## config.mk

```make
export PLATFORM = sky130hd
export DESIGN_NAME = servo_packet_framer_queue
export DESIGN_NICKNAME = d
export VERILOG_FILES = /design/src/rtl/spfq_pkg.sv /design/src/rtl/spfq_ram.sv /design/src/rtl/spfq_front.sv /design/src/rtl/spfq_back.sv /design/src/rtl/servo_packet_framer_queue.sv
export SDC_FILE = /design/constraint.sdc
export NUM_CORES = 2
export LEC_CHECK = 0
export ABC_AREA = 1
export BUFFER_PORTS_ARGS = -buffer_cell sky130_fd_sc_hd__buf_2
export CAP_MARGIN = 10
export CELL_PAD_IN_SITES_DETAIL_PLACEMENT = 1
export CELL_PAD_IN_SITES_GLOBAL_PLACEMENT = 1
export CORE_UTILIZATION = 55
export CTS_CLUSTER_DIAMETER = 50
export DETAILED_ROUTE_END_ITERATION = 6
export PLACE_DENSITY_LB_ADDON = 0.1
export SYNTH_ARGS = -nofsm -noshare
export SYNTH_HDL_FRONTEND = slang
export SYNTH_SLANG_ARGS = --single-unit
```

## constraint.sdc

```tcl
create_clock -name clk -period 20.8 [get_ports clk]
set_input_delay 1.04 -clock clk [delete_from_list [all_inputs] [get_ports clk]]
set_output_delay 1.04 -clock clk [all_outputs]
set_load 0.03 [all_outputs]
```

## src/rtl/spfq_pkg.sv

```systemverilog
// ----------------------------------------------------------------------------
// spfq_pkg
// Types, constants and helpers for the servo packet framer queue.
// ----------------------------------------------------------------------------
package spfq_pkg;

	localparam int FRAME_SLOTS = 16;
	localparam int FRAME_BYTES = 20;
	localparam int Q_DEPTH     = 4;

	localparam int SLOT_W = $clog2(FRAME_SLOTS);
	localparam int POS_W  = $clog2(FRAME_BYTES + 1);
	localparam int ADDR_W = $clog2(FRAME_SLOTS * FRAME_BYTES);
	localparam int Q_AW   = $clog2(Q_DEPTH);
	localparam int HDR_BYTES = 5;
	localparam int FRAME_OVERHEAD = 6;

	localparam logic [7:0] SYNC_BYTE = 8'hff;

	typedef logic [SLOT_W-1:0] slot_t;
	typedef logic [POS_W-1:0]  pos_t;
	typedef logic [ADDR_W-1:0] addr_t;

	typedef enum logic [1:0] {
		CMD_BEGIN   = 2'd0,
		CMD_PAYLOAD = 2'd1,
		CMD_TICK    = 2'd2,
		CMD_UNUSED  = 2'd3
	} cmd_t;

	typedef enum logic [2:0] {
		ST_OK         = 3'd0,
		ST_RING_FULL  = 3'd1,
		ST_RING_EMPTY = 3'd2,
		ST_TOO_LONG   = 3'd3,
		ST_UNEXPECTED = 3'd4
	} status_t;

	typedef enum logic [1:0] {
		MODE_IDLE,
		MODE_COLLECT,
		MODE_DROP_FULL,
		MODE_DROP_LONG
	} collect_mode_t;

	typedef enum logic [1:0] {
		BK_IDLE,
		BK_HDR,
		BK_CSUM,
		BK_TX
	} back_state_t;

	typedef struct packed {
		cmd_t       kind;
		logic [7:0] servo_id;
		logic [7:0] length_value;
		logic [7:0] instruction;
		logic [7:0] payload_byte;
		logic [7:0] count;
		logic       too_long;
	} op_t;

	function automatic slot_t next_slot(input slot_t s);
		next_slot = (s == slot_t'(FRAME_SLOTS - 1)) ? '0 : slot_t'(s + 1'b1);
	endfunction

	function automatic addr_t frame_addr(input slot_t s, input pos_t p);
		frame_addr = addr_t'(addr_t'(s) * addr_t'(FRAME_BYTES) + addr_t'(p));
	endfunction

endpackage

```

## src/rtl/spfq_ram.sv

```systemverilog
// ----------------------------------------------------------------------------
// spfq_ram
// Generic single-port RAM with registered read data.
// ----------------------------------------------------------------------------
module spfq_ram #(
	parameter int WIDTH = 8,
	parameter int DEPTH = 320
) (
	input  logic                     clk,
	input  logic                     we,
	input  logic [$clog2(DEPTH)-1:0] addr,
	input  logic [WIDTH-1:0]         wdata,
	output logic [WIDTH-1:0]         rdata
);

	logic [WIDTH-1:0] mem [DEPTH];

	always_ff @(posedge clk) begin
		if (we) begin
			mem[addr] <= wdata;
		end
		rdata <= mem[addr];
	end

endmodule

```

## src/rtl/spfq_front.sv

```systemverilog
// ----------------------------------------------------------------------------
// spfq_front
// Accept commands, classify them and hold them in a short queue.
// ----------------------------------------------------------------------------
module spfq_front (
	input  logic           clk,
	input  logic           arst_n,
	input  logic           start,
	input  logic [1:0]     command,
	input  logic [7:0]     servo_id,
	input  logic [7:0]     length_value,
	input  logic [7:0]     instruction,
	input  logic [7:0]     payload_byte,
	output logic           busy,
	output logic           op_valid,
	output spfq_pkg::op_t  op,
	input  logic           op_pop
);

	spfq_pkg::op_t                 q_mem_q [spfq_pkg::Q_DEPTH];
	logic [spfq_pkg::Q_AW-1:0]     wr_ptr_q;
	logic [spfq_pkg::Q_AW-1:0]     rd_ptr_q;
	logic [spfq_pkg::Q_AW:0]       cnt_q;
	logic                          push;
	logic                          do_pop;
	logic                          keep;
	spfq_pkg::op_t                 new_op;
	logic [7:0]                    count;

	assign busy     = (cnt_q == (spfq_pkg::Q_AW + 1)'(spfq_pkg::Q_DEPTH));
	assign op_valid = (cnt_q != '0);
	assign op       = q_mem_q[rd_ptr_q];
	assign do_pop   = op_pop && op_valid;

	always_comb begin
		unique case (spfq_pkg::cmd_t'(command)) inside
			spfq_pkg::CMD_BEGIN, spfq_pkg::CMD_PAYLOAD, spfq_pkg::CMD_TICK: keep = 1'b1;
			default: keep = 1'b0;
		endcase
	end

	assign push  = start && !busy && keep;
	assign count = (length_value >= 8'd2) ? 8'(length_value - 8'd2) : 8'd0;

	always_comb begin
		new_op.kind         = spfq_pkg::cmd_t'(command);
		new_op.servo_id     = servo_id;
		new_op.length_value = length_value;
		new_op.instruction  = instruction;
		new_op.payload_byte = payload_byte;
		new_op.count        = count;
		new_op.too_long     = (9'(count) + 9'(spfq_pkg::FRAME_OVERHEAD))
			> 9'(spfq_pkg::FRAME_BYTES);
	end

	always_ff @(posedge clk) begin
		if (push) begin
			q_mem_q[wr_ptr_q] <= new_op;
		end
	end

	always_ff @(posedge clk or negedge arst_n) begin
		if (!arst_n) begin
			wr_ptr_q <= '0;
			rd_ptr_q <= '0;
			cnt_q    <= '0;
		end else begin
			if (push) begin
				wr_ptr_q <= spfq_pkg::Q_AW'(wr_ptr_q + 1'b1);
			end
			if (do_pop) begin
				rd_ptr_q <= spfq_pkg::Q_AW'(rd_ptr_q + 1'b1);
			end
			if (push && !do_pop) begin
				cnt_q <= (spfq_pkg::Q_AW + 1)'(cnt_q + 1'b1);
			end else if (!push && do_pop) begin
				cnt_q <= (spfq_pkg::Q_AW + 1)'(cnt_q - 1'b1);
			end
		end
	end

endmodule

```

## src/rtl/spfq_back.sv

```systemverilog
// ----------------------------------------------------------------------------
// spfq_back
// Build frames into the slot ring and drain the oldest frame on a tick.
// ----------------------------------------------------------------------------
module spfq_back (
	input  logic                  clk,
	input  logic                  arst_n,
	input  logic                  op_valid,
	input  spfq_pkg::op_t         op,
	output logic                  op_pop,
	output logic                  result_valid,
	output logic                  byte_valid,
	output logic [7:0]            tx_byte,
	output logic                  tx_last,
	output logic [2:0]            status
);

	spfq_pkg::back_state_t   state_q, state_d;
	spfq_pkg::collect_mode_t mode_q, mode_d;
	spfq_pkg::slot_t         write_slot_q, write_slot_d;
	spfq_pkg::slot_t         read_slot_q, read_slot_d;
	spfq_pkg::pos_t          fill_q, fill_d;
	logic [7:0]              sum_q, sum_d;
	logic [7:0]              remain_q, remain_d;
	logic [7:0]              id_q, id_d;
	logic [7:0]              len_q, len_d;
	logic [7:0]              instr_q, instr_d;
	spfq_pkg::pos_t          tx_len_q, tx_len_d;
	spfq_pkg::pos_t          tx_pos_q, tx_pos_d;
	spfq_pkg::pos_t          lengths_q [spfq_pkg::FRAME_SLOTS];
	logic                    len_we;

	logic                    res_valid_q, res_valid_d;
	logic                    res_byte_q, res_byte_d;
	logic                    res_last_q, res_last_d;
	spfq_pkg::status_t       res_status_q, res_status_d;

	logic                    ram_we;
	spfq_pkg::addr_t         ram_addr;
	logic [7:0]              ram_wdata;
	logic [7:0]              ram_rdata;
	logic [7:0]              hdr_byte;

	spfq_ram #(
		.WIDTH (8),
		.DEPTH (spfq_pkg::FRAME_SLOTS * spfq_pkg::FRAME_BYTES)
	) u_store (
		.clk   (clk),
		.we    (ram_we),
		.addr  (ram_addr),
		.wdata (ram_wdata),
		.rdata (ram_rdata)
	);

	assign result_valid = res_valid_q;
	assign byte_valid   = res_byte_q;
	assign tx_byte      = res_byte_q ? ram_rdata : 8'd0;
	assign tx_last      = res_last_q;
	assign status       = res_status_q;

	always_comb begin
		case (fill_q)
			spfq_pkg::pos_t'(2): hdr_byte = id_q;
			spfq_pkg::pos_t'(3): hdr_byte = len_q;
			spfq_pkg::pos_t'(4): hdr_byte = instr_q;
			default:             hdr_byte = spfq_pkg::SYNC_BYTE;
		endcase
	end

	always_comb begin
		state_d      = state_q;
		mode_d       = mode_q;
		write_slot_d = write_slot_q;
		read_slot_d  = read_slot_q;
		fill_d       = fill_q;
		sum_d        = sum_q;
		remain_d     = remain_q;
		id_d         = id_q;
		len_d        = len_q;
		instr_d      = instr_q;
		tx_len_d     = tx_len_q;
		tx_pos_d     = tx_pos_q;
		len_we       = 1'b0;
		op_pop       = 1'b0;
		ram_we       = 1'b0;
		ram_wdata    = hdr_byte;
		ram_addr     = spfq_pkg::frame_addr(write_slot_q, fill_q);
		res_valid_d  = 1'b0;
		res_byte_d   = 1'b0;
		res_last_d   = 1'b0;
		res_status_d = spfq_pkg::ST_OK;

		unique case (state_q)
			spfq_pkg::BK_IDLE: begin
				if (op_valid) begin
					op_pop      = 1'b1;
					res_valid_d = 1'b1;
					res_last_d  = 1'b1;
					case (op.kind)
						spfq_pkg::CMD_BEGIN: begin
							remain_d = op.count;
							if (spfq_pkg::next_slot(write_slot_q) == read_slot_q) begin
								mode_d = (op.count != 8'd0) ? spfq_pkg::MODE_DROP_FULL
									: spfq_pkg::MODE_IDLE;
								res_status_d = spfq_pkg::ST_RING_FULL;
							end else if (op.too_long) begin
								mode_d       = spfq_pkg::MODE_DROP_LONG;
								res_status_d = spfq_pkg::ST_TOO_LONG;
							end else begin
								mode_d  = spfq_pkg::MODE_COLLECT;
								fill_d  = '0;
								id_d    = op.servo_id;
								len_d   = op.length_value;
								instr_d = op.instruction;
								sum_d   = 8'(op.servo_id + op.length_value + op.instruction);
								state_d = spfq_pkg::BK_HDR;
							end
						end
						spfq_pkg::CMD_PAYLOAD: begin
							if (mode_q == spfq_pkg::MODE_IDLE || remain_q == 8'd0) begin
								mode_d       = spfq_pkg::MODE_IDLE;
								remain_d     = 8'd0;
								res_status_d = spfq_pkg::ST_UNEXPECTED;
							end else if (mode_q == spfq_pkg::MODE_COLLECT) begin
								ram_we    = 1'b1;
								ram_wdata = op.payload_byte;
								fill_d    = spfq_pkg::pos_t'(fill_q + 1'b1);
								sum_d     = 8'(sum_q + op.payload_byte);
								remain_d  = 8'(remain_q - 8'd1);
								if (remain_q == 8'd1) begin
									state_d = spfq_pkg::BK_CSUM;
								end
							end else begin
								res_status_d = (mode_q == spfq_pkg::MODE_DROP_FULL)
									? spfq_pkg::ST_RING_FULL : spfq_pkg::ST_TOO_LONG;
								remain_d = 8'(remain_q - 8'd1);
								if (remain_q == 8'd1) begin
									mode_d = spfq_pkg::MODE_IDLE;
								end
							end
						end
						default: begin
							if (read_slot_q == write_slot_q) begin
								res_status_d = spfq_pkg::ST_RING_EMPTY;
							end else begin
								res_valid_d = 1'b0;
								res_last_d  = 1'b0;
								tx_len_d    = lengths_q[read_slot_q];
								tx_pos_d    = '0;
								state_d     = spfq_pkg::BK_TX;
							end
						end
					endcase
				end
			end
			spfq_pkg::BK_HDR: begin
				ram_we = 1'b1;
				fill_d = spfq_pkg::pos_t'(fill_q + 1'b1);
				if (fill_q == spfq_pkg::pos_t'(spfq_pkg::HDR_BYTES - 1)) begin
					state_d = (remain_q == 8'd0) ? spfq_pkg::BK_CSUM : spfq_pkg::BK_IDLE;
				end
			end
			spfq_pkg::BK_CSUM: begin
				ram_we       = 1'b1;
				ram_wdata    = ~sum_q;
				len_we       = 1'b1;
				write_slot_d = spfq_pkg::next_slot(write_slot_q);
				mode_d       = spfq_pkg::MODE_IDLE;
				remain_d     = 8'd0;
				fill_d       = spfq_pkg::pos_t'(fill_q + 1'b1);
				state_d      = spfq_pkg::BK_IDLE;
			end
			spfq_pkg::BK_TX: begin
				ram_addr    = spfq_pkg::frame_addr(read_slot_q, tx_pos_q);
				res_valid_d = 1'b1;
				res_byte_d  = 1'b1;
				res_last_d  = (tx_pos_q == spfq_pkg::pos_t'(tx_len_q - 1'b1));
				tx_pos_d    = spfq_pkg::pos_t'(tx_pos_q + 1'b1);
				if (res_last_d) begin
					read_slot_d = spfq_pkg::next_slot(read_slot_q);
					state_d     = spfq_pkg::BK_IDLE;
				end
			end
			default: begin
				state_d = spfq_pkg::BK_IDLE;
			end
		endcase
	end

	always_ff @(posedge clk) begin
		if (len_we) begin
			lengths_q[write_slot_q] <= spfq_pkg::pos_t'(fill_q + 1'b1);
		end
		id_q     <= id_d;
		len_q    <= len_d;
		instr_q  <= instr_d;
		tx_len_q <= tx_len_d;
		tx_pos_q <= tx_pos_d;
	end

	always_ff @(posedge clk or negedge arst_n) begin
		if (!arst_n) begin
			state_q      <= spfq_pkg::BK_IDLE;
			mode_q       <= spfq_pkg::MODE_IDLE;
			write_slot_q <= '0;
			read_slot_q  <= '0;
			fill_q       <= '0;
			sum_q        <= 8'd0;
			remain_q     <= 8'd0;
			res_valid_q  <= 1'b0;
			res_byte_q   <= 1'b0;
			res_last_q   <= 1'b0;
			res_status_q <= spfq_pkg::ST_OK;
		end else begin
			state_q      <= state_d;
			mode_q       <= mode_d;
			write_slot_q <= write_slot_d;
			read_slot_q  <= read_slot_d;
			fill_q       <= fill_d;
			sum_q        <= sum_d;
			remain_q     <= remain_d;
			res_valid_q  <= res_valid_d;
			res_byte_q   <= res_byte_d;
			res_last_q   <= res_last_d;
			res_status_q <= res_status_d;
		end
	end

endmodule

```

## src/rtl/servo_packet_framer_queue.sv

```systemverilog
// ----------------------------------------------------------------------------
// servo_packet_framer_queue
// Servo bus packet framer: builds FF FF id length instruction payload
// checksum frames into a ring of slots and sends the oldest on a tick.
// ----------------------------------------------------------------------------
// channel   handshake              signals
// command   start / busy           command servo_id length_value instruction
//                                  payload_byte
// result    result_valid (strobe)  byte_valid tx_byte tx_last status
//
// A four-entry command queue decouples intake from the frame builder.
// The builder, on the single port of the frame store, takes no new command
// while it writes the header, writes the checksum after the last payload
// byte (or header) or sends a frame on a tick. Results are registered.
// Reset clears all control state; the frame store needs no clearing.
// busy rises only while the command queue is full; results cannot stall.
// ----------------------------------------------------------------------------
module servo_packet_framer_queue (
	input  logic       clk,
	input  logic       arst_n,
	input  logic       start,
	output logic       busy,
	input  logic [1:0] command,
	input  logic [7:0] servo_id,
	input  logic [7:0] length_value,
	input  logic [7:0] instruction,
	input  logic [7:0] payload_byte,
	output logic       result_valid,
	output logic       byte_valid,
	output logic [7:0] tx_byte,
	output logic       tx_last,
	output logic [2:0] status
);

	logic          op_valid;
	logic          op_pop;
	spfq_pkg::op_t op;

	spfq_front u_front (
		.clk          (clk),
		.arst_n       (arst_n),
		.start        (start),
		.command      (command),
		.servo_id     (servo_id),
		.length_value (length_value),
		.instruction  (instruction),
		.payload_byte (payload_byte),
		.busy         (busy),
		.op_valid     (op_valid),
		.op           (op),
		.op_pop       (op_pop)
	);

	spfq_back u_back (
		.clk          (clk),
		.arst_n       (arst_n),
		.op_valid     (op_valid),
		.op           (op),
		.op_pop       (op_pop),
		.result_valid (result_valid),
		.byte_valid   (byte_valid),
		.tx_byte      (tx_byte),
		.tx_last      (tx_last),
		.status       (status)
	);

endmodule

```

==> results.toml <==
[routing]
drt-total-wl_um = 395000
drc = 0
drtIter0Drc = 9310
drtAntennaViolNets = 0
num_vias = 86700
avgViaCountPerCell = 6.20
first_pass_iters = 5
wire_per_inst_um = 28.2

[global_routing]
antenna_found_initial = 18
grt_max_degree = 190
track_usage = 0.353
grt_pass1_vias = 91000
grt_pass1_wl_um = 584000
grt.overflow.total = 0

[floorplan]
boundaryPins = 52
fp.dieH_um = 472
core_mm2 = 0.220
initial_core_util = 0.552
die_w_um = 472
die_area_mm2 = 0.222
rows = 172

[worst_setup_path]
cp.required_ps = 21690
reg2reg_depth = 18
end_kind = "register"
cp_max_fo = 163
critical_path_class = "register to register"
worstPathArrival_ps = 8550
start_kind = "register"

[finish]
area.sequential_mm2 = 0.0868
fin_nets = 11000
area_delta_synth_final_pct = 10.4
nFillCells = 22400
drive_gt1_frac = 0.0616
multiInputGateArea_mm2 = 0.0315

[pwr]
vdd_drop_max_mv = 0.231
comb_power_share = 0.432
power.share.clock = 0.227
p_seq_frac = 0.341
switching_share = 0.447
internal_power_w = 0.0135
p_sw_w = 0.0109
power.density_mw_per_mm2 = 182
power.leakage_nw = 50.5

[logic_synthesis]
ys.flop_type = "edfxtp_1"
avgSynthCellArea_um2 = 11.0
syn_area_mm2 = 0.121
yosysWarnings = 0
synth_edf_count = 2846
synth_cell_types = 48
syn_inst = 11000
async_flop_share = 0.0159
ys_seq_elements = 2900
ys_seq_area_frac = 0.715
syn_nets = 11100

[timing]
period_needed_ps = 7660
period_share = 0.368
hold_viol = 0
rsz0062_at_grt = "no"
max_slew_margin = 0.166
clock_skew_ps = 48.6
worst_pin_slew_ps = 1250
fmax_ghz = 0.131
hold_ws_ps = 214
finalSetupViolCount = 0
final-max-slew-violation-count = 0
fin_tns_setup_ps = 0

[clocking]
hold_buffers = 0
clk_pin_slew_ps = 60
cts_buffer_depth = 4
numCtsBuffers = 329
cts_sinks = 2900
root_buffer = "clkbuf_16"
clkLatencyLatePin_ps = 980
cts_setup_buffers = 0
cts_resized = 0
cts_tree = "done"
htreeDepth = 5

[hold_path]
hold_path_class = "primary input to async pin"

[placement]
dp_hpwl_um = 223000
globalplace.congestion = 0.868
port_buffers = 51

[run]
maxCapViolCount = 0

[run_status]
status = "finished, final reports clean"
==> cells in the final DEF (no fill, tap or decap), types with 8 or more instances in the layout <==
cell type,n
clkinvlp_4,11
buf_2,51
nand2_1,4641
nor2_1,715
dfxtp_1,8
nand3_1,1284
o221ai_4,8
clkinv_1,67
dfrtp_1,45
xnor2_1,18
nor3_1,9
clkinv_2,40
buf_4,116
a21oi_1,34
o21ai_0,143
ha_1,52
edfxtp_1,2846
fa_1,14
inv_6,9
o22ai_1,53
nand2_2,19
o21ai_1,190
inv_1,126
xor2_1,27
clkinv_4,8
a211oi_1,9
clkbuf_1,72
bufinv_16,21
nand4_1,35
clkbuf_16,334
buf_12,18
nor2_4,17
==> synth_stat cells (3+ instances only) <==
| cell | instances | area [um2] |
|---|---|---|
| a211oi_1 | 9 | 67.6 |
| a21oi_1 | 34 | 170 |
| a22o_1 | 3 | 26.3 |
| a31oi_1 | 3 | 18.8 |
| a32o_1 | 4 | 40.0 |
| a32oi_1 | 4 | 35.0 |
| buf_1 | 73 | 274 |
| buf_2 | 291 | 1460 |
| buf_4 | 7 | 52.6 |
| clkbuf_1 | 281 | 1050 |
| clkinv_1 | 9 | 33.8 |
| dfrtp_1 | 46 | 1150 |
| dfxtp_1 | 8 | 160 |
| edfxtp_1 | 2846 | 85500 |
| fa_1 | 14 | 280 |
| ha_1 | 52 | 651 |
| inv_1 | 127 | 477 |
| inv_2 | 7 | 26.3 |
| nand2_1 | 4657 | 17500 |
| nand2_2 | 3 | 18.8 |
| nand2_4 | 3 | 33.8 |
| nand3_1 | 1284 | 6430 |
| nand4_1 | 35 | 219 |
| nor2_1 | 727 | 2730 |
| nor2_2 | 5 | 31.3 |
| nor3_1 | 9 | 45.0 |
| nor3_2 | 3 | 30.0 |
| o2111ai_1 | 6 | 52.6 |
| o211ai_1 | 6 | 45.0 |
| o21ai_0 | 143 | 716 |
| o21ai_1 | 190 | 951 |
| o221ai_1 | 13 | 114 |
| o22a_1 | 5 | 43.8 |
| o22ai_1 | 53 | 332 |
| o31ai_1 | 3 | 22.5 |
| or2_2 | 5 | 31.3 |
| xnor2_1 | 18 | 158 |
| xor2_1 | 27 | 236 |
==> critical path, cell delays in order (launching register included) <==
cell and delay, ps:
dfrtp_1 410, ha_1 740, inv_2 320, nand2_8 480, nand2_8 550, buf_12 480, nor2_4 920, buf_4 800
buf_4 920, nand2_1 110, nand3_1 140, nand2_1 60, nand2_1 150, o21ai_1 170, nand2_1 170, nor2_1 100
nor2_1 400, nor2_1 110, nand2_1 80
==> power groups by stage <==
stage	registers [W]	logic [W]	clock network (W)
floorplan	0.00950	0.00572	0
finish	0.00832	0.0106	0.00553
global route	0.00833	0.0112	0.00576
detailed placement	0.00843	0.0103	0
CTS	0.00831	0.0104	0.00556
global placement	0.00841	0.00995	0
==> state kept, by name, summed over array words and instances (netlist names), 3 cells and up <==
register and flops:
u_back.tx_pos_q 5, u_back.write_slot_q 4, u_back.status 3, u_back.fill_q 5, u_back.instr_q 8, u_back.sum_q 8, u_back.u_store.mem 2560, u_back.lengths_q 80
u_back.read_slot_q 4, u_front.q_mem_q 172, u_back.len_q 8, u_back.remain_q 8, u_back.id_q 8, u_back.u_store.rdata 8, u_back.tx_len_q 5, u_front.cnt_q 3
==> worst paths after layout <==
path / startpoint / endpoint / slack, ps
min reg2reg: u_back.sum_q[7]$_DFFE_PN0P_ / u_back.sum_q[7]$_DFFE_PN0P_ / 510
max in group asynchronous: arst_n / u_front.rd_ptr_q[0]$_DFFE_PN0P_ / 20080
max reg2reg: u_back.state_q[0]$_DFFE_PN0P_ / u_back.u_store.rdata[7]$_DFF_P_ / 13140
max: u_back.state_q[0]$_DFFE_PN0P_ / u_back.u_store.rdata[7]$_DFF_P_ / 13140
min in group clk: servo_id[2] / u_front.q_mem_q[1][35]$_DFFE_PP_ / 290
min: arst_n / u_back.status[0]$_DFF_PN0_ / 210
==> area by class of cell <==
type / instances / share of cell area
antenna: 6 / 0.000112
sequential: 2900 / 0.648
inverter: 143 / 0.00407
tap: 2871 / 0.0268
timing repair buffer: 185 / 0.0111
clock inverter: 150 / 0.00993
multi-input combinational: 7332 / 0.235
clock buffer: 409 / 0.0648
==> metal layers <==
| layer | up-vias | GRT usage | share of wire |
|---|---|---|---|
| li1 | 37300 | - | - |
| met1 | 44500 | 0.467 | 0.39 |
| met2 | 4003 | 0.575 | 0.48 |
| met3 | 888 | 0.0630 | 0.082 |
| met4 | 10 | 0.151 | 0.043 |
| met5 | - | 0 | 0.00014 |
==> logic make-up (layout without fill, tap and decap cells) <==
family / count (synthesis) / after routing / share of synthesized area
AND/OR/NAND/NOR: 6740 / 6740 / 0.224
flip-flops: 2900 / 2900 / 0.715
buffers and inverters: 795 / 887 / 0.0278
AO/OA/AOI/OAI: 480 / 480 / 0.0220
adder cells (fa/ha/maj): 66 / 66 / 0.00768
XOR/XNOR: 45 / 45 / 0.00325
multiplexers: 1 / 1 / 0.0000928
other: 0 / 6 / 0
==> per-stage QoR <==
step                      worst slack (ps)   util  instance area [um2]  std cells  power, W
after detailed placement             13340  0.564               124000      13400    0.0187
after global routing                 12820  0.610               134000      14000    0.0253
final                                13140  0.610               134000      14000    0.0244
after floorplan                       8360      -               121000      11000    0.0152
after CTS                            13270  0.610               134000      14000    0.0243
after global placement               13540  0.564               124000      13400    0.0184
Note: power is estimated with default switching activity, not from simulation.
